## config.mk

```make
export PLATFORM = sky130hd
export DESIGN_NAME = sql_statement_event_classifier_unit
export DESIGN_NICKNAME = d
export VERILOG_FILES = /design/src/design/secu_pkg.sv /design/src/design/secu_in_reg.sv /design/src/design/secu_core.sv /design/src/design/secu_out_reg.sv /design/src/design/sql_statement_event_classifier_unit.sv
export SDC_FILE = /design/constraint.sdc
export NUM_CORES = 1
export LEC_CHECK = 0
export ABC_AREA = 1
export BUFFER_PORTS_ARGS = -buffer_cell sky130_fd_sc_hd__buf_2
export CORE_UTILIZATION = 40
export DETAILED_ROUTE_END_ITERATION = 16
export GPL_TIMING_DRIVEN = 0
export HOLD_SLACK_MARGIN = 0.1
export PLACE_DENSITY = 0.59
export REMOVE_ABC_BUFFERS = 1
export SYNTH_ARGS = -nofsm -noshare
export SYNTH_HDL_FRONTEND = slang
export SYNTH_SLANG_ARGS = --single-unit
```

## constraint.sdc

```tcl
create_clock -name clk -period 6.25 [get_ports clk]
set_input_delay 1.25 -clock clk [delete_from_list [all_inputs] [get_ports clk]]
set_output_delay 1.25 -clock clk [all_outputs]
set_load 0.005 [all_outputs]
```

## src/design/secu_pkg.sv

```systemverilog
package secu_pkg;

  localparam int unsigned KEYWORD_LETTERS = 15;
  localparam int unsigned NUM_KEYWORDS = 5;
  localparam int unsigned KW_MAX_LEN = 6;
  localparam int unsigned COMP_MAX_LEN = 5;

  localparam logic [5:0] NAME_LIMIT_RESET = 6'd31;
  localparam logic [4:0] CAND_ALL = 5'h1F;

  typedef enum logic [2:0] {
    PH_LEAD      = 3'd0,
    PH_KEYWORD   = 3'd1,
    PH_GAP1      = 3'd2,
    PH_COMPANION = 3'd3,
    PH_GAP2      = 3'd4,
    PH_NAME      = 3'd5,
    PH_DONE      = 3'd6
  } phase_t;

  typedef struct packed {
    logic       terminator;
    logic [7:0] ch;
  } in_item_t;

  typedef struct packed {
    logic [2:0] event_res;
    logic       matched;
    logic       finished;
    logic       char_valid;
    logic [7:0] name_char;
  } out_item_t;

  // event codes follow the row order: insert, update, delete, create, drop
  localparam logic [7:0] KW_TEXT [NUM_KEYWORDS][KW_MAX_LEN] = '{
    '{"i", "n", "s", "e", "r", "t"},
    '{"u", "p", "d", "a", "t", "e"},
    '{"d", "e", "l", "e", "t", "e"},
    '{"c", "r", "e", "a", "t", "e"},
    '{"d", "r", "o", "p", 8'h00, 8'h00}
  };
  localparam logic [3:0] KW_LEN [NUM_KEYWORDS] = '{4'd6, 4'd6, 4'd6, 4'd6, 4'd4};

  localparam logic [7:0] COMP_TEXT [NUM_KEYWORDS][COMP_MAX_LEN] = '{
    '{"i", "n", "t", "o", 8'h00},
    '{8'h00, 8'h00, 8'h00, 8'h00, 8'h00},
    '{"f", "r", "o", "m", 8'h00},
    '{"t", "a", "b", "l", "e"},
    '{"t", "a", "b", "l", "e"}
  };
  localparam logic [2:0] COMP_LEN [NUM_KEYWORDS] = '{3'd4, 3'd0, 3'd4, 3'd5, 3'd5};

  function automatic logic is_ws(logic [7:0] c);
    return (c == 8'd32) || (c == 8'd9) || (c == 8'd10) || (c == 8'd13);
  endfunction

  function automatic logic is_alpha(logic [7:0] c);
    return ((c >= 8'd97) && (c <= 8'd122)) || ((c >= 8'd65) && (c <= 8'd90));
  endfunction

  function automatic logic is_ident(logic [7:0] c);
    return is_alpha(c) || ((c >= 8'd48) && (c <= 8'd57)) || (c == 8'd95);
  endfunction

  function automatic logic [7:0] to_lower(logic [7:0] c);
    return ((c >= 8'd65) && (c <= 8'd90)) ? c + 8'd32 : c;
  endfunction

  function automatic logic [3:0] kw_len(logic [2:0] i);
    return (i < 3'(NUM_KEYWORDS)) ? KW_LEN[i] : 4'd0;
  endfunction

  function automatic logic [7:0] kw_char(logic [2:0] i, logic [3:0] pos);
    if ((i < 3'(NUM_KEYWORDS)) && (pos < 4'(KW_MAX_LEN))) begin
      return KW_TEXT[i][pos[2:0]];
    end
    return 8'h00;
  endfunction

  // event code folded into the five rows
  function automatic logic [2:0] ev_row(logic [2:0] ev);
    return (ev >= 3'(NUM_KEYWORDS)) ? ev - 3'(NUM_KEYWORDS) : ev;
  endfunction

  function automatic logic [2:0] comp_len(logic [2:0] ev);
    return COMP_LEN[ev_row(ev)];
  endfunction

  function automatic logic [7:0] comp_char(logic [2:0] ev, logic [2:0] pos);
    if (pos < 3'(COMP_MAX_LEN)) begin
      return COMP_TEXT[ev_row(ev)][pos];
    end
    return 8'h00;
  endfunction

endpackage

```

## src/design/secu_in_reg.sv

```systemverilog
module secu_in_reg (
  input  logic                clk,
  input  logic                rst,
  input  logic                in_valid,
  output logic                in_ready,
  input  secu_pkg::in_item_t  in_item,
  output logic                item_valid,
  output secu_pkg::in_item_t  item,
  input  logic                advance
);

  logic               held;
  secu_pkg::in_item_t data;

  assign in_ready   = !held || advance;
  assign item_valid = held;
  assign item       = data;

  always_ff @(posedge clk) begin
    if (rst) begin
      held <= 1'b0;
    end else if (in_valid && in_ready) begin
      held <= 1'b1;
    end else if (advance) begin
      held <= 1'b0;
    end
  end

  always_ff @(posedge clk) begin
    if (in_valid && in_ready) begin
      data <= in_item;
    end
  end

endmodule

```

## src/design/secu_core.sv

```systemverilog
module secu_core #(
  parameter int unsigned KEYWORD_LETTERS = secu_pkg::KEYWORD_LETTERS
) (
  input  logic                clk,
  input  logic                rst,
  input  logic                cfg_valid,
  input  logic [5:0]          cfg_data,
  input  logic                item_valid,
  input  secu_pkg::in_item_t  item,
  input  logic                out_free,
  output logic                advance,
  output logic                res_valid,
  output secu_pkg::out_item_t res
);

  secu_pkg::phase_t phase, phase_next;
  logic [4:0] cand, cand_next;
  logic [3:0] letter_count, letter_count_next;
  logic [2:0] event_code, event_code_next;
  logic [2:0] comp_pos, comp_pos_next;
  logic [5:0] name_count, name_count_next;
  logic [5:0] name_limit;

  // first surviving keyword whose length equals the letters read
  function automatic logic [3:0] decide(logic [4:0] c, logic [3:0] n);
    for (int i = 0; i < int'(secu_pkg::NUM_KEYWORDS); i++) begin
      if (c[i] && (secu_pkg::kw_len(3'(i)) == n)) begin
        return {1'b1, 3'(i)};
      end
    end
    return 4'd0;
  endfunction

  always_comb begin
    logic       more;
    logic       vd;
    logic       vd_ok;
    logic [3:0] dk;
    logic [7:0] c;
    logic [7:0] lch;
    logic       t;

    c     = item.ch;
    t     = item.terminator;
    lch   = secu_pkg::to_lower(c);
    more  = 1'b1;
    vd    = 1'b0;
    vd_ok = 1'b0;
    dk    = 4'd0;
    res   = '0;
    res_valid = 1'b0;

    phase_next        = phase;
    cand_next         = cand;
    letter_count_next = letter_count;
    event_code_next   = event_code;
    comp_pos_next     = comp_pos;
    name_count_next   = name_count;

    // phases run in order; one byte may fall through several of them
    if (phase_next == secu_pkg::PH_LEAD) begin
      if (!t && secu_pkg::is_ws(c)) begin
        more = 1'b0;
      end else begin
        phase_next        = secu_pkg::PH_KEYWORD;
        cand_next         = secu_pkg::CAND_ALL;
        letter_count_next = 4'd0;
      end
    end

    if (more && phase_next == secu_pkg::PH_KEYWORD) begin
      if (!t && secu_pkg::is_alpha(c)) begin
        more = 1'b0;
        for (int i = 0; i < int'(secu_pkg::NUM_KEYWORDS); i++) begin
          if ((letter_count_next >= secu_pkg::kw_len(3'(i))) ||
              (secu_pkg::kw_char(3'(i), letter_count_next) != lch)) begin
            cand_next[i] = 1'b0;
          end
        end
        letter_count_next = letter_count_next + 4'd1;
        if (letter_count_next >= 4'(KEYWORD_LETTERS)) begin
          dk = decide(cand_next, letter_count_next);
          if (!dk[3]) begin
            vd = 1'b1;
          end else begin
            event_code_next = dk[2:0];
            phase_next      = secu_pkg::PH_GAP1;
          end
        end
      end else begin
        dk = decide(cand_next, letter_count_next);
        if (!dk[3]) begin
          vd   = 1'b1;
          more = 1'b0;
        end else begin
          event_code_next = dk[2:0];
          phase_next      = secu_pkg::PH_GAP1;
        end
      end
    end

    if (more && phase_next == secu_pkg::PH_GAP1) begin
      if (!t && secu_pkg::is_ws(c)) begin
        more = 1'b0;
      end else begin
        comp_pos_next   = 3'd0;
        name_count_next = 6'd0;
        phase_next = (secu_pkg::comp_len(event_code_next) == 3'd0) ?
                     secu_pkg::PH_NAME : secu_pkg::PH_COMPANION;
      end
    end

    if (more && phase_next == secu_pkg::PH_COMPANION) begin
      more = 1'b0;
      if (t || (comp_pos_next >= secu_pkg::comp_len(event_code_next)) ||
          (lch != secu_pkg::comp_char(event_code_next, comp_pos_next))) begin
        vd = 1'b1;
      end else begin
        comp_pos_next = comp_pos_next + 3'd1;
        if (comp_pos_next >= secu_pkg::comp_len(event_code_next)) begin
          phase_next = secu_pkg::PH_GAP2;
        end
      end
    end

    if (more && phase_next == secu_pkg::PH_GAP2) begin
      if (!t && secu_pkg::is_ws(c)) begin
        more = 1'b0;
      end else begin
        phase_next = secu_pkg::PH_NAME;
      end
    end

    if (more && phase_next == secu_pkg::PH_NAME) begin
      if (!t && secu_pkg::is_ident(c) && (name_count_next < name_limit)) begin
        res_valid      = 1'b1;
        res.name_char  = c;
        res.char_valid = 1'b1;
        res.event_res  = event_code_next;
        name_count_next = name_count_next + 6'd1;
      end else begin
        vd    = 1'b1;
        vd_ok = (name_count_next != 6'd0);
      end
    end

    if (vd) begin
      res_valid     = 1'b1;
      res.finished  = 1'b1;
      res.matched   = vd_ok;
      res.event_res = vd_ok ? event_code_next : 3'd0;
      phase_next    = secu_pkg::PH_DONE;
    end

    if (t) begin
      phase_next        = secu_pkg::PH_LEAD;
      cand_next         = secu_pkg::CAND_ALL;
      letter_count_next = 4'd0;
      event_code_next   = 3'd0;
      comp_pos_next     = 3'd0;
      name_count_next   = 6'd0;
    end
  end

  assign advance = item_valid && (out_free || !res_valid);

  always_ff @(posedge clk) begin
    if (rst) begin
      phase        <= secu_pkg::PH_LEAD;
      cand         <= secu_pkg::CAND_ALL;
      letter_count <= 4'd0;
      event_code   <= 3'd0;
      comp_pos     <= 3'd0;
      name_count   <= 6'd0;
    end else if (advance) begin
      phase        <= phase_next;
      cand         <= cand_next;
      letter_count <= letter_count_next;
      event_code   <= event_code_next;
      comp_pos     <= comp_pos_next;
      name_count   <= name_count_next;
    end
  end

  always_ff @(posedge clk) begin
    if (rst) begin
      name_limit <= secu_pkg::NAME_LIMIT_RESET;
    end else if (cfg_valid) begin
      name_limit <= cfg_data;
    end
  end

endmodule

```

## src/design/secu_out_reg.sv

```systemverilog
module secu_out_reg (
  input  logic                clk,
  input  logic                rst,
  input  logic                load,
  input  secu_pkg::out_item_t res,
  output logic                out_free,
  output logic                out_valid,
  input  logic                out_ready,
  output secu_pkg::out_item_t out_item
);

  logic                held;
  secu_pkg::out_item_t data;

  assign out_free  = !held || out_ready;
  assign out_valid = held;
  assign out_item  = data;

  always_ff @(posedge clk) begin
    if (rst) begin
      held <= 1'b0;
    end else if (load) begin
      held <= 1'b1;
    end else if (out_ready) begin
      held <= 1'b0;
    end
  end

  always_ff @(posedge clk) begin
    if (load) begin
      data <= res;
    end
  end

endmodule

```

## src/design/sql_statement_event_classifier_unit.sv

```systemverilog
// SQL statement event classifier.
// Slave stream: one statement byte per request in s_tdata; s_tlast marks the
// terminator request (its byte is ignored) and returns the parser to its start.
// Master stream: at most one result per input request. A name character comes
// with m_tuser high; the verdict comes with m_tlast high, m_tdata[8] set when
// the statement was recognised with a nonempty table name.
// Configuration: cfg_data sets the table-name length limit (reset 31); it is
// always accepted and should be written only while the block is idle.
// Timing: a request is held in the input register on acceptance; its result,
// if any, is formed combinationally and loaded into the output register when
// it is free, raising m_tvalid. One request can be taken every cycle while
// results flow; the per-byte parser state update is the loop that sets it.
// Reset: clears the parser to its start state, drops both valid flags and
// restores the name limit. When the receiver stalls, the result register holds
// and the input register fills; s_tready then falls until a result is taken,
// except that requests that produce no result keep flowing.
module sql_statement_event_classifier_unit #(
  parameter int unsigned KEYWORD_LETTERS = secu_pkg::KEYWORD_LETTERS
) (
  input  logic        clk,
  input  logic        rst,
  input  logic        s_tvalid,
  output logic        s_tready,
  input  logic [7:0]  s_tdata,   // [7:0] ch
  input  logic        s_tlast,   // terminator
  output logic        m_tvalid,
  input  logic        m_tready,
  output logic [15:0] m_tdata,   // [7:0] name_char, [8] matched, [11:9] event_res, rest 0
  output logic        m_tlast,   // finished
  output logic        m_tuser,   // char_valid
  input  logic        cfg_valid,
  output logic        cfg_ready,
  input  logic [5:0]  cfg_data
);

  secu_pkg::in_item_t  in_item;
  secu_pkg::in_item_t  item;
  secu_pkg::out_item_t res;
  secu_pkg::out_item_t out_item;
  logic item_valid;
  logic advance;
  logic res_valid;
  logic out_free;

  assign in_item.ch         = s_tdata;
  assign in_item.terminator = s_tlast;
  assign cfg_ready          = 1'b1;

  secu_in_reg u_in_reg (
    .clk        (clk),
    .rst        (rst),
    .in_valid   (s_tvalid),
    .in_ready   (s_tready),
    .in_item    (in_item),
    .item_valid (item_valid),
    .item       (item),
    .advance    (advance)
  );

  secu_core #(
    .KEYWORD_LETTERS (KEYWORD_LETTERS)
  ) u_core (
    .clk        (clk),
    .rst        (rst),
    .cfg_valid  (cfg_valid),
    .cfg_data   (cfg_data),
    .item_valid (item_valid),
    .item       (item),
    .out_free   (out_free),
    .advance    (advance),
    .res_valid  (res_valid),
    .res        (res)
  );

  secu_out_reg u_out_reg (
    .clk       (clk),
    .rst       (rst),
    .load      (advance && res_valid),
    .res       (res),
    .out_free  (out_free),
    .out_valid (m_tvalid),
    .out_ready (m_tready),
    .out_item  (out_item)
  );

  assign m_tdata = {4'd0, out_item.event_res, out_item.matched, out_item.name_char};
  assign m_tlast = out_item.finished;
  assign m_tuser = out_item.char_valid;

endmodule
```

* After elaboration in Yosys (flattened, before gate mapping)
Memories as Yosys holds them, arrays and structs flattened. Cells that the tools add are included.
Operators by class: reductions and logical operators 51, equal/unequal tests 20, muxes and demuxes 229, order comparisons 18, bitwise operators 3, add/sub/neg operators 5
Operators with widths (number):
- $mux 8 | 36
- $mux 4 | 35
- $mux 1 | 109
- $mux 3 | 34
- $mux 40 | 2
- $ne 8x8->1 | 6
- $mux 5 | 6
- $mux 6 | 5
- $logic_and 1x1->1 | 25
- $bmux 8 s3 | 1
- $eq 8x4->1 const B | 3
- $eq 3x4->1 const A | 4
- $ge 4x4->1 const B | 4
- $ge 8x7->1 const B | 2
- $le 8x7->1 const B | 2
- $logic_or 1x1->1 | 16
- $not 3->4 | 3
- $mux 9 | 1
- $add 8x6->8 const B | 1
- $eq 8x6->1 const B | 1
- $eq 8x7->1 const B | 1
- $ge 4x3->1 const B | 2
- $ge 8x6->1 const B | 1
- $le 8x6->1 const B | 1
- other kinds (17) | 25
Storage, ports and cells: logic and storage cells 349, output and inout bits 21, register bits 55, memory bits (read-only) 664, memories kept 7
Memories:
- (no name shown) | words 8, width 40, rd ports 1, clocked after Yosys merged registers in 0, write ports 0, line secu_pkg.sv:91 | return COMP_TEXT[ev_row(ev)][pos];
- (no name shown) | words 8, width 8, rd ports 1, clocked after Yosys merged registers in 0, write ports 0, line secu_pkg.sv:75 | return KW_TEXT[i][pos[2:0]];
- (no name shown) | words 8, width 8, rd ports 1, clocked after Yosys merged registers in 0, write ports 0, line secu_pkg.sv:75
- (no name shown) | words 8, width 8, rd ports 1, clocked after Yosys merged registers in 0, write ports 0, line secu_pkg.sv:75
- (no name shown) | words 8, width 8, rd ports 1, clocked after Yosys merged registers in 0, write ports 0, line secu_pkg.sv:75
- (no name shown) | words 8, width 8, rd ports 1, clocked after Yosys merged registers in 0, write ports 0, line secu_pkg.sv:75
- 1 more memories

* Longest topological paths before layout
Gate-level depths: netlist (run 1).
word-level depth 87, gate-level depth with buffers 46, mapped depth without buffers 44

* Hierarchy
A second synthesis (run 1) with hierarchy kept.
Second synthesis, totals: cell total of the unflattened synthesis 651, area total of the unflattened synthesis 4643.2 um2
Modules (own cells, without submodules):
- secu_core | times used 1, cells each 608, area an instance 3809.9 um2
- secu_out_reg | times used 1, cells each 19, area an instance 462.9 um2
- secu_in_reg | times used 1, cells each 15, area an instance 317.8 um2
- sql_statement_event_classifier_unit | times used 1, cells each 9, area an instance 52.6 um2

* Worst setup path after synthesis (run 1)
No wires, ideal clock.
path type register to output, start point register u_in_reg.data (netlist bit u_in_reg.item[0]), end point output s_tready, arrival time 4.583 ns, buffers on the path 1, path slack 0.417 ns, cell stages (with the launch flop) 38, path through edfxtp_1 > inv_2 > nand2_1 > nor2_2 > nand2_2 > nand2_2 > nand2_4 > nand2_4 > buf_6 > inv_1 > nor2_1 > inv_1 > ha_1 > nand2_1 > nor2_2 > o21ai_2 > nand3_1 > nand3_1 > [... 2 more ...] > inv_1 > ha_1 > inv_1 > nand3_1 > nor2_4 > o21ai_1 > nand2_1 > nand2_1 > ha_1 > o31ai_1 > nand2_1 > a21oi_2 > nand3_1 > nor2_1 > nand3_2 > nand2_2 > nand3_4 > nand3_1
On the way: longest elaborated chain between the ends 71, elaborated cells between the ends (all ways) 285, those cells by class add/sub (4); order compare (15); eq/ne (20); mux (196); bitwise (3); reduce/logical (40); memory (7)
Ends and longest elaborated chain:
- start: declaration | line secu_in_reg.sv:13 | secu_pkg::in_item_t data;
- start signal: assignment | line secu_in_reg.sv:31 | data <= in_item;
- $eq 8x6->1 / $eq 8x4->1 (equally long branches) | line secu_pkg.sv:54 | return (c == 8'd32) || (c == 8'd9) || (c == 8'd10) || (c == 8'd13);
- $logic_or 1x1->1 (3 in series) | line secu_pkg.sv:54
- $logic_and 1x1->1 | line secu_core.sv:62, secu_core.sv:103, secu_core.sv:127
- $mux 4 | line secu_core.sv:62 | if (!t && secu_pkg::is_ws(c)) begin
- $mux 4 | line secu_core.sv:61 | if (phase_next == secu_pkg::PH_LEAD) begin
- $not 3->4 (implied by the code) | line secu_pkg.sv:75
- $mem_v2 8x8
- $mux 8 (implied by the code) (2 in series) | line secu_pkg.sv:75
- [... 52 more ...]
- $eq 3x3->1 | line secu_core.sv:134 | if (more && phase_next == secu_pkg::PH_NAME) begin
- $logic_and 1x1->1 | line secu_core.sv:134
- $mux 1 | line secu_core.sv:134
- $mux 1 (*) | line secu_core.sv:147 | if (vd) begin
- $logic_not 1->1 (*) | line secu_core.sv:165 | assign advance = item_valid && (out_free || !res_valid);
- $logic_or 1x1->1 (*) | line secu_core.sv:165
- $logic_and 1x1->1 (*) | line secu_core.sv:165
- $logic_or 1x1->1 (*) | line secu_in_reg.sv:15 | assign in_ready = !held || advance;
- end: declaration | line sql_statement_event_classifier_unit.sv:23 | output logic s_tready,
Mark *: on every way between the ends. The rest lies on a longest branch, timed or not. The select of a mux whose other input is x is not followed.

* Worst setup path in the final report (run 1)
Ends and elaborated chain as after synthesis.

==> out/metrics.csv, run 1 <==
stage;metric;value;unit
yosys;synth_edf_count;23;
floorplanning;io_pins;41;
worst_setup_path;cp.arrival;4730;ps
power;swShare;0.378;
worst_hold_path;hp-start;u_core.cand[0]$_SDFFE_PP1P_;
worst_setup_path;cp.required;5000;ps
placement;place_inst;789;
run;drv_cap;0;
floorplanning;rows;37;
floorplanning;start_util;0.418;
worst_hold_path;min_path_type;reg2reg;
route;drt_iter0_drc;299;
sta;maxSlewViolCount;0;
route;wl;11.8;mm
worst_hold_path;hold_depth;2;
route;drc_errors;0;
yosys;ys.warnings.count;0;
power;sequentialPowerShare;0.388;
route;wire_per_inst;14.0;um
power;pwr-share-comb;0.404;
clocking;cts_htree_levels;2;
worst_setup_path;slowest_stage;edfxtp_1;
yosys;yosys-mux-area-fraction;0;
global_route;antenna_found_initial;0;
worst_setup_path;crit_type;reg2out;
sta;fin_hold_ws;473;ps
clocking;clkTransAtPathRegs;100;ps
yosys;ys_ff_latch;55;
worst_hold_path;hold_end;u_core.cand[0]$_SDFFE_PP1P_;
global_route;grt_overflow;0;
yosys;synth_ff_type;dfxtp_1;
worst_setup_path;r2r_slack;440;ps
sta;slew_headroom;0.479;
run_status;outcome;finished clean;
route;via_per_inst;5.12;
global_route;grt_util_met3;0.0182;
clocking;cts_buffers;5;
placement;portBuffers;35;
cells_and_area;n_antenna_cell;0;
placement;gp_congestion;0.886;
clocking;clock-root-buffer;clkbuf_8;
route;postRouteAntennaNets;0;
global_route;met1_usage;0.282;
sta;worst_slew_pin_slew;780;ps
power;power_density;201;nW/um^2
worst_setup_path;reg2reg_to;u_out_reg.out_item[6]$_SDFFCE_PN0P_;
clocking;clk_path_buf_depth;2;
cells_and_area;final_util;0.510;
power;intPower;0.666;mW
power;clock_power_share;0.208;
cells_and_area;stdcell_area;5340;um^2
global_route;grt.busiest_layer;met2;
sta;fin_crit_sh;0.957;
yosys;synthCells;635;
power;ir_worst_vdd;82.9;uV
sta;finalSetupViolations;0;
floorplanning;core;10500;um^2
clocking;ctsHoldBuffers;0;
worst_setup_path;slowest_delay;510;ps
worst_setup_path;crit_fanout;5;
sta;hold_viol_final;0;
yosys;synth_fa_ha_area_frac;0.0600;
cells_and_area;instances_no_fill;841;
global_route;grt.met2_usage;0.340;
worst_setup_path;crit_path_frequent_cell;nand2_2;
cells_and_area;nets;745;
global_route;grt_pass1_vias;3833;
yosys;synth-xor-area-share;0.0380;
worst_setup_path;rr_startpoint;u_in_reg.item[0]$_DFFE_PP_;
global_route;grt_max_degree;29;
yosys;syn_area_per_cell;6.89;um^2
placement;hpwl;8.18;mm
clocking;clock_sinks;55;
sta;finalClockSkew;16.0;ps
power;p_leak;2.49;nW
global_route;track_usage;0.204;
sta;max_freq;0.167;GHz
global_route;grt_pass1_wl;18.5;mm
route;dr.pass1.iters;5;
yosys;synth-compound-area-share;0.130;
floorplanning;die_w;107;um
cells_and_area;drive_above_1_share;0.277;
route;vias;4305;
yosys;seq_area_frac_synth;0.304;
sta;period_needed;5980;ps
clocking;worstSkewPairLatency;310;ps
cells_and_area;area_growth;21.9;%
floorplanning;die-area;11400;um^2
yosys;synthArstFlopShare;0;
yosys;synth_area;4380;um^2
floorplanning;die_h;107;um
worst_setup_path;r2r_cells;36;
power;p_switching;0.405;mW
worst_setup_path;cp-end-kind;primary output;
yosys;synth_top_family_by_area;simple AND/OR/NAND/NOR gates;
worst_setup_path;cp-start-kind;register;
yosys;yosys.area_share.simple;0.358;
yosys;yosysUniqueCellTypes;48;
clocking;cts_tree;built;
placement;postPlaceCellArea;4590;um^2
## cell usage in the layout, fill, tap and decap left out, types with 3 or more instances in the layout
cell / instances
nand3_2: 9
o21ai_1: 15
a21oi_1: 30
o21ai_0: 29
buf_6: 3
nor2_1: 87
o21ai_2: 5
nand2_1: 118
xor2_1: 16
nand2_4: 9
nor2_2: 7
ha_1: 16
inv_4: 7
buf_2: 34
o41ai_1: 3
conb_1: 6
buf_4: 41
nand3_1: 35
xnor2_1: 3
or2_2: 5
dfxtp_1: 32
edfxtp_1: 23
inv_2: 15
nand2_2: 23
ha_4: 5
clkinv_4: 3
clkbuf_8: 5
inv_1: 58
nand3_4: 5
nor2_4: 7
nor3_1: 6
nand4_1: 15
## stage by stage
stage          setup WS (ps)  total power [mW]  setup TNS (ps)
6_report                 268              1.07               0
5_1_grt                -64.1              1.14           -64.1
4_1_cts                 15.2              1.01               0
3_5_place_dp            -968             0.752          -24420
3_3_place_gp            -963             0.746          -24020
2_1_floorplan            446             0.673               0
## power groups by stage
stage	clock [mW]	combinational (mW)	sequential (mW)
floorplan	0	0.251	0.421
global placement	0	0.321	0.425
detailed placement	0	0.326	0.426
CTS	0.234	0.363	0.414
global route	0.245	0.480	0.418
finish	0.223	0.433	0.416
## routing by layer
metal / vias up / part of all wire
li1: 2189 / -
met1: 1986 / 0.48
met2: 115 / 0.47
met3: 15 / 0.039
met4: 0 / 0.016
met5: - / 0
## cells in the mapped netlist (2+ instances only)
library cell	n	area, um^2
nand4_1	15	93.8
nand3b_1	2	15.0
conb_1	2	7.51
o41ai_1	3	26.3
a21oi_2	2	17.5
dfxtp_1	32	641
nand3_2	5	50.1
clkinv_4	2	17.5
a21oi_1	30	150
a31oi_1	2	12.5
nor2_4	3	33.8
nor4_1	2	12.5
or2_2	5	31.3
nand2_4	5	56.3
o31ai_1	2	15.0
xnor2_1	3	26.3
buf_6	5	56.3
o21ai_2	2	17.5
xor2_1	16	140
nor2_1	92	345
nor3_1	7	35.0
nand2_2	14	87.6
o21ai_1	18	90.1
ha_1	21	263
clkbuf_1	7	26.3
nand3_4	2	35.0
o211ai_1	2	15.0
edfxtp_1	23	691
inv_2	15	56.3
o21ai_0	31	155
nor2_2	6	37.5
nand2_1	131	492
inv_1	65	244
nand3_1	42	210
buf_4	8	60.1
## state kept, by name, summed over array words and instances, names as in the netlist
register             cells
u_out_reg.out_item      14
u_core.cand              5
u_core.phase             3
u_core.event_code        3
u_out_reg.out_valid      1
u_core.name_limit        6
u_core.comp_pos          3
u_in_reg.item            9
u_core.letter_count      4
u_core.name_count        6
u_in_reg.item_valid      1
## cells by family after synthesis
logic type,after synthesis
AO/OA/AOI/OAI,99
XOR/XNOR,19
adder cells (fa/ha/maj),21
buffers and inverters,105
flip-flops,55
other,2
AND/OR/NAND/NOR,334
## final cells by class
class	instances	area, um^2
repair buffers	78	512
flip-flops and latches	55	1330
inverters	84	349
clock inverters	1	6.26
clock buffers	7	97.6
fillers	1060	5130
well taps	136	170
multi-input cells	480	2870
## how the worst max path moves through the flow
stage	from	end	slack, ps
after floorplan	u_in_reg.item[4]$_DFFE_PP_	s_tready	450
after global placement	u_in_reg.item[8]$_DFFE_PP_	u_out_reg.out_item[6]$_SDFFCE_PN0P_	-960
after detailed placement	u_in_reg.item[8]$_DFFE_PP_	u_out_reg.out_item[6]$_SDFFCE_PN0P_	-970
after CTS	u_in_reg.item[0]$_DFFE_PP_	s_tready	20
after global routing	u_in_reg.item[0]$_DFFE_PP_	s_tready	-60
final	u_in_reg.item[0]$_DFFE_PP_	s_tready	270
## critical path, delay by kind of cell, from the launching register on
family	cells	cell delay [ps]
AND/OR/NAND/NOR	25	2580
adder cells (fa/ha/maj)	3	540
AO/OA/AOI/OAI	4	540
flip-flops	1	510
buffers and inverters	3	230
## repair_timing
| item | 4_1_cts | 5_1_grt |
|---|---|---|
| resized for setup | 23 | 52 |
| endpoints found under the setup margin | 48 | 15 |
| buffers inserted | 20 | 23 |
| cloned | 0 | 1 |
| pin swaps | 12 | 31 |
Note: power is estimated with default switching activity, not from simulation.
==> inputs of run 2 (changes only) <==
--- a/config.mk
+++ b/config.mk
@@ -5,13 +5,12 @@
 export SDC_FILE = /design/constraint.sdc
 export NUM_CORES = 1
 export LEC_CHECK = 0
-export ABC_AREA = 1
 export BUFFER_PORTS_ARGS = -buffer_cell sky130_fd_sc_hd__buf_2
 export CORE_UTILIZATION = 40
 export DETAILED_ROUTE_END_ITERATION = 16
 export GPL_TIMING_DRIVEN = 0
 export HOLD_SLACK_MARGIN = 0.1
-export PLACE_DENSITY = 0.59
+export PLACE_DENSITY = 0.58
 export REMOVE_ABC_BUFFERS = 1
 export SYNTH_ARGS = -nofsm -noshare
 export SYNTH_HDL_FRONTEND = slang
==> run 2 against run 1 <==
- the flow now finishes with violations (negative setup slack)
- die area up 4.5%
- power down 11%
- synthesized cell count down 13%
- non-clock buffer count up 25
- routed wire length up 26%
- sequential share of layout area down 1.8 points
- sequential power down 3%
- maximum frequency down 18%
- via count up 8.7%
- setup slack worse by 1300 ps
- clock power up 43%
- design area up 8.0%
- critical endpoint unchanged
- largest power group is now registers
- highest routed layer unchanged
==> out/metrics.csv, run 2 <==
stage;metric;value;unit;change
run_status;outcome;finished, violations left;;
run_status;violations;negative setup slack;;
global_route;track_usage;0.259;;+0.0550
yosys;synthArstFlopShare;0;;unchanged
cells_and_area;largest_reg_flops;14;;unchanged
route;postRouteAntennaNets;0;;unchanged
sta;finalSetupViolations;49;;+49
sta;period_needed;7300;ps;+1320 ps
worst_setup_path;crit_fanout;5;;unchanged
global_route;grt_overflow;0;;unchanged
yosys;seq_area_frac_synth;0.291;;-0.0132
yosys;synthCells;553;;-13%
clocking;clock_sinks;55;;unchanged
worst_setup_path;cp.arrival;6050;ps;+1320 ps
worst_hold_path;min_path_type;reg2reg;;
clocking;clkTransAtPathRegs;70;ps;-30 ps
placement;gp_congestion;0.861;;-2.8%
yosys;synth_top_area_share;0.151;;-0.00686
yosys;synth_ff_type;dfxtp_1;;
global_route;grt_pass1_wl;23.5;mm;+27%
sta;finalClockSkew;9.92;ps;-6.03 ps
clocking;clk_path_buf_depth;2;;unchanged
yosys;ys.warnings.count;0;;unchanged
yosys;yosysMostFrequentCell;nor2_1;;
route;drt_iter0_drc;329;;+10%
clocking;cts_buffers;5;;unchanged
run;drv_cap;0;;unchanged
worst_setup_path;r2r_cells;41;;+14%
power;ir_worst_vdd;129;uV;+56%
route;wl;14.9;mm;+26%
route;vias;4678;;+8.7%
placement;portBuffers;35;;unchanged
clocking;cts_tree;built;;
floorplanning;rows;38;;+2.7%
placement;hpwl;9.53;mm;+16%
clocking;worstSkewPairLatency;300;ps;about the same
worst_setup_path;slowest_stage;edfxtp_1;;
yosys;synth_area;4580;um^2;+4.5%
clocking;clock-root-buffer;clkbuf_16;;
yosys;yosysUniqueCellTypes;93;;+94%
cells_and_area;drive_above_1_share;0.293;;+0.0163
sta;fin_crit_sh;1.17;;+0.211
yosys;yosys-top-cells-count;nor2_1, nand2_1, a21oi_1, dfxtp_1, inv_1;;
yosys;synthTopCellsByArea;edfxtp_1, dfxtp_1, ha_1, nor2_1, nand2_1;;
clocking;cts_htree_levels;2;;unchanged
floorplanning;die_w;109;um;+2.2%
global_route;grt_max_degree;18;;-38%
clocking;ctsHoldBuffers;0;;unchanged
worst_hold_path;hold_depth;2;;unchanged
route;drc_errors;0;;unchanged
sta;slew_headroom;0.380;;-0.0992
sta;rsz0062_at_grt;true;;
global_route;antenna_found_initial;0;;unchanged
power;power;0.958;mW;-11%
sta;fin_tns_setup;-23450;ps;-23450 ps
sta;max_freq;0.137;GHz;-18%
route;dr.pass1.iters;5;;unchanged
route;wire_per_inst;19.2;um;+37%
floorplanning;io_pins;41;;unchanged
power;p_leak;2.30;nW;-7.5%
cells_and_area;area_growth;25.9;%;
worst_setup_path;cp-end-kind;primary output;;
route;via_per_inst;6.04;;+18%
floorplanning;start_util;0.417;;-0.00171
cells_and_area;final_cell_mix;buf_4, nor2_1, nand2_1;;
floorplanning;die_h;109;um;+2.2%
sta;hold_viol_final;0;;unchanged
sta;worst_slew_pin_slew;931;ps;+151 ps
yosys;synth_edf_count;23;;unchanged
worst_setup_path;cp-start-kind;register;;
worst_setup_path;slowest_delay;490;ps;-20 ps
sta;maxSlewViolCount;0;;unchanged
power;power_density;166;nW/um^2;-17%
yosys;yosysTopAreaCell;edfxtp_1;;
cells_and_area;n_antenna_cell;0;;unchanged
worst_setup_path;cp.required;5000;ps;about the same
cells_and_area;final_common_cell;buf_4;;
placement;place_inst;699;;-11%
yosys;ys_ff_latch;55;;unchanged
cells_and_area;instances_no_fill;775;;-7.8%
sta;fin_ws;-1050;ps;-1320 ps
yosys;syn_area_per_cell;8.27;um^2;+20%
global_route;grt_pass1_vias;4507;;+18%
cells_and_area;nets;675;;-9.4%
floorplanning;die-area;11900;um^2;+4.5%
floorplanning;core;11000;um^2;+5.0%
worst_setup_path;crit_type;reg2out;;
-- run 2: cell types whose count changed in the layout (fill, tap and decap cells not counted), sizes merged, moves of 9 or more --
cell / change
o21ai: -26
inv: -51
nor2: -45
nand2: -101
nand4: -9
nand3: -36
and2: +11
a211oi: +11
mux2i: +10
buf: +25
nand2b: +11
xnor2: +11
-- run 2: timing repair --
item / in CTS / in global routing
endpoints found under the hold margin: 0 / 0
resized for setup: 61 / 12
setup buffers: 62 / 12
pin swaps: 27 / 9
setup endpoints to repair: 63 / 50
gates cloned: 0 / 0
-- run 2: worst max-delay path: cells and delay by family, from the launching register on --
kind	cells	cell delay, ps
compound gates	11	2250
fa+ha+maj	3	540
buf+inv	2	150
flops	1	490
simple gates	13	2330
-- run 2: cell type report --
cell class                      count  area [um^2]
Fill cell                        1011         5220
Multi-Input combinational cell    440         3260
Sequential cell                    55         1330
Timing Repair Buffer              103          717
Tap cell                          140          175
Clock buffer                        7          154
Inverter                           29          114
Clock inverter                      1         8.76
-- run 2: layer usage --
metal	up-vias	wire, um	track usage	share of wire
li1	2192	-	-	-
met1	2222	6330	0.347	0.43
met2	227	6910	0.417	0.46
met3	37	1180	0.0454	0.080
met4	0	446	0.0869	0.030
met5	-	0	0.0134	0
-- run 2: final timing paths --
path,start,endpoint,slack (ps)
min,u_core.name_limit[0]$_SDFFE_PP1P_,u_core.name_limit[0]$_SDFFE_PP1P_,470
max,u_in_reg.item[2]$_DFFE_PP_,s_tready,-1050
min reg2reg,u_core.name_limit[0]$_SDFFE_PP1P_,u_core.name_limit[0]$_SDFFE_PP1P_,470
max reg2reg,u_in_reg.item[2]$_DFFE_PP_,u_out_reg.out_valid$_SDFFE_PP0P_,-940
-- run 2: per-stage QoR --
stage / worst slack [ps] / area [um^2] / util / hold slack (ps)
floorplan: -1430 / 4410 / - / 436
global placement: -3120 / 4760 / 0.433 / 459
detailed placement: -3310 / 4770 / 0.434 / 459
CTS: -793 / 5640 / 0.513 / 478
global route: -1290 / 5760 / 0.524 / 509
finish: -1050 / 5760 / 0.524 / 471
-- run 2: logic make-up (layout without fill, tap and decap cells) --
family	after synthesis	after routing	synth area share
compound gates	160	160	0.263
xor+xnor	23	23	0.0440
fa+ha+maj	21	21	0.0574
buf+inv	62	140	0.0645
flops	55	55	0.291
mux	11	11	0.0243
other cells	2	6	0.00164
simple gates	219	219	0.255
-- run 2: power breakdown --
group | internal [mW] | switching [mW] | leakage [nW]
sequential | 0.393 | 0.0119 | 0.486
clock | 0.175 | 0.142 | 0.0797
combinational | 0.102 | 0.134 | 1.73
total | 0.670 | 0.288 | 2.30
==> inputs of run 3 (changes only) <==
--- a/config.mk
+++ b/config.mk
@@ -6,11 +6,11 @@
 export NUM_CORES = 1
 export LEC_CHECK = 0
 export BUFFER_PORTS_ARGS = -buffer_cell sky130_fd_sc_hd__buf_2
-export CORE_UTILIZATION = 40
+export CORE_UTILIZATION = 56
 export DETAILED_ROUTE_END_ITERATION = 16
 export GPL_TIMING_DRIVEN = 0
 export HOLD_SLACK_MARGIN = 0.1
-export PLACE_DENSITY = 0.58
+export PLACE_DENSITY = 0.77
 export REMOVE_ABC_BUFFERS = 1
 export SYNTH_ARGS = -nofsm -noshare
 export SYNTH_HDL_FRONTEND = slang
==> run 3 against run 2 <==
- the flow still finishes with violations (negative setup slack)
- critical path type unchanged
- sequential power is essentially flat
- global-route usage grew 5.9 points
- maximum frequency shrank 2.2%
- cell count shrank 4.5%
- power shrank 12%
- design area shrank 0.70%
- utilization grew 21 points
- largest cell class unchanged
==> out/metrics.csv, run 3 (same netlist as run 2, synthesis figures left out) <==
stage;metric;value;unit;change
sta;fin_ws;-1220;ps;-164 ps
power;sequentialPowerShare;0.478;;+0.056
clocking;cts_htree_levels;2;;unchanged
cells_and_area;largest_reg_flops;14;;unchanged
power;pwr-share-comb;0.275;;+0.029
sta;finalSetupViolations;48;;-2.0%
cells_and_area;drive_above_1_share;0.298;;+0.00489
global_route;grt_pass1_vias;4404;;-2.3%
sta;worst_slew_pin_slew;1290;ps;+357 ps
sta;hold_viol_final;0;;unchanged
cells_and_area;nets;678;;+0.44%
clocking;ctsHoldBuffers;0;;unchanged
worst_setup_path;rr_startpoint;u_in_reg.item[0]$_DFFE_PP_;;
route;wire_per_inst;19.7;um;+2.9%
clocking;clock_sinks;55;;unchanged
run_status;outcome;finished, violations left;;
global_route;grt_overflow;0;;unchanged
sta;period_needed;7470;ps;+164 ps
worst_setup_path;reg2reg_to;u_out_reg.out_item[5]$_SDFFCE_PN0P_;;
global_route;grt_max_degree;18;;unchanged
route;dr.pass1.iters;6;;+1
route;via_per_inst;6.59;;+9.2%
power;clock_power_share;0.247;;-0.084
power;power_density;148;nW/um^2;-11%
clocking;clock-root-buffer;clkbuf_8;;
clocking;clk_path_buf_depth;2;;unchanged
worst_hold_path;min_path_type;reg2reg;;
sta;fin_crit_sh;1.19;;+0.0262
cells_and_area;instances_no_fill;740;;-4.5%
sta;finalClockSkew;17.6;ps;+7.69 ps
worst_setup_path;cp.arrival;6220;ps;+170 ps
floorplanning;die-area;8540;um^2;-28%
floorplanning;die_w;92.4;um;-15%
power;ir_worst_vdd;140;uV;+8.6%
worst_setup_path;r2r_slack;-270;ps;+670 ps
worst_setup_path;crit_start;u_in_reg.item[0]$_DFFE_PP_;;
cells_and_area;area_growth;25.0;%;
placement;postPlaceCellArea;4710;um^2;-1.3%
worst_setup_path;slowest_stage;or4_4;;
sta;max_freq;0.134;GHz;-2.2%
sta;slew_headroom;0.134;;-0.245
route;wl;14.6;mm;-1.8%
power;p_leak;2.29;nW;-0.30%
worst_setup_path;crit_fanout;5;;unchanged
clocking;clkTransAtPathRegs;100;ps;+30 ps
worst_setup_path;slowest_delay;590;ps;+100 ps
route;postRouteAntennaNets;0;;unchanged
floorplanning;die_h;92.4;um;-15%
worst_setup_path;cp-end-kind;primary output;;
floorplanning;core;7810;um^2;-29%
clocking;worstSkewPairLatency;320;ps;+20 ps
floorplanning;io_pins;41;;unchanged
sta;rsz0062_at_grt;true;;
route;drc_errors;0;;unchanged
cells_and_area;final_cell_mix;buf_4, nor2_1, nand2_1;;
global_route;grt_pass1_wl;21.5;mm;-8.5%
sta;maxSlewViolCount;0;;unchanged
global_route;antenna_found_initial;0;;unchanged
cells_and_area;n_antenna_cell;0;;unchanged
placement;portBuffers;35;;unchanged
clocking;cts_buffers;5;;unchanged
floorplanning;rows;32;;-16%
floorplanning;start_util;0.586;;+0.169
power;p_switching;0.276;mW;-4.1%
run_status;violations;negative setup slack;;
placement;hpwl;8.87;mm;-6.9%
worst_setup_path;cp-start-kind;register;;
cells_and_area;final_common_cell;buf_4;;
worst_setup_path;r2r_cells;31;;-24%
route;vias;4877;;+4.3%
route;drt_iter0_drc;570;;+73%
power;intPower;0.571;mW;-15%
cells_and_area;stdcell_area;5720;um^2;-0.70%
run;drv_cap;0;;unchanged
global_route;track_usage;0.318;;+0.0591
placement;gp_congestion;0.960;;+12%
worst_setup_path;crit_path_end;s_tready;;
worst_setup_path;crit_type;reg2out;;
placement;place_inst;661;;-5.4%
worst_setup_path;cp.required;5000;ps;about the same
power;swShare;0.326;;+0.0254
clocking;cts_tree;built;;
-- run 3: changes by cell type in the layout (fill, tap and decap cells not counted), moves of 2 or more --
| cell | delta |
|---|---|
| nor3_2 | +2 |
| nor3_1 | -2 |
| buf_4 | -2 |
| a211oi_1 | -2 |
| nor2_4 | -2 |
| clkbuf_8 | +5 |
| clkbuf_16 | -6 |
| a2bb2oi_2 | +3 |
| nor2_2 | +2 |
| a2bb2oi_1 | -3 |
| nand2_1 | +2 |
-- run 3: power groups by stage --
stage	sequential (mW)	combinational, mW	clock, mW
after floorplan	0.418	0.0971	0
after detailed placement	0.426	0.139	0
after global placement	0.425	0.136	0
after global routing	0.407	0.243	0.223
after CTS	0.404	0.187	0.208
final	0.405	0.233	0.210
-- run 3: metrics by stage --
step / util / setup TNS (ps) / hold slack (ps) / setup WS [ps] / power (mW)
2_1_floorplan: - / -46070 / 436 / -1430 / 0.515
3_3_place_gp: 0.603 / -137740 / 461 / -2980 / 0.561
3_5_place_dp: 0.603 / -149360 / 469 / -3190 / 0.565
4_1_cts: 0.691 / -8370 / 494 / -989 / 0.798
5_1_grt: 0.733 / -18900 / 535 / -1410 / 0.872
6_report: 0.733 / -10670 / 500 / -1220 / 0.848
-- run 3: layer usage --
| metal | track usage | vias to the layer above | wire [um] |
|---|---|---|---|
| li1 | - | 2197 | - |
| met1 | 0.419 | 2275 | 5920 |
| met2 | 0.526 | 340 | 6780 |
| met3 | 0.0452 | 65 | 1390 |
| met4 | 0.121 | 0 | 520 |
| met5 | 0 | - | 0 |
-- run 3: repair_timing --
action | 4_1_cts | 5_1_grt
setup buffers | 45 | 23
pin swaps | 27 | 26
resized for setup | 55 | 23
endpoints found under the setup margin | 63 | 49
cloned | 0 | 2
-- run 3: critical path: cells and delay by family (launching register included) --
kind	cells	cell delay [ps]
DFF	1	530
adders and majority gates	3	630
buffers and inverters	4	330
and+or+nand+nor	12	2510
AOI/OAI and AO/OA	11	1910
-- run 3: layout make-up --
| cell class | count | area, um^2 |
|---|---|---|
| clock buffer | 6 | 72.6 |
| sequential | 55 | 1330 |
| timing repair buffer | 104 | 748 |
| fill | 551 | 2090 |
| tap | 102 | 128 |
| clock inverter | 2 | 16.3 |
| inverter | 29 | 116 |
| multi-input combinational | 442 | 3310 |
-- run 3: worst min-delay path by stage --
stage                                           start                                end  cells after the start
detailed placement  u_core.name_limit[0]$_SDFFE_PP1P_  u_core.name_limit[0]$_SDFFE_PP1P_                      2
finish              u_core.name_limit[0]$_SDFFE_PP1P_  u_core.name_limit[0]$_SDFFE_PP1P_                      2
global placement    u_core.name_limit[0]$_SDFFE_PP1P_  u_core.name_limit[0]$_SDFFE_PP1P_                      2
floorplan           u_core.name_limit[0]$_SDFFE_PP1P_  u_core.name_limit[0]$_SDFFE_PP1P_                      2
global route        u_core.name_limit[0]$_SDFFE_PP1P_  u_core.name_limit[0]$_SDFFE_PP1P_                      2
CTS                 u_core.name_limit[0]$_SDFFE_PP1P_  u_core.name_limit[0]$_SDFFE_PP1P_                      2
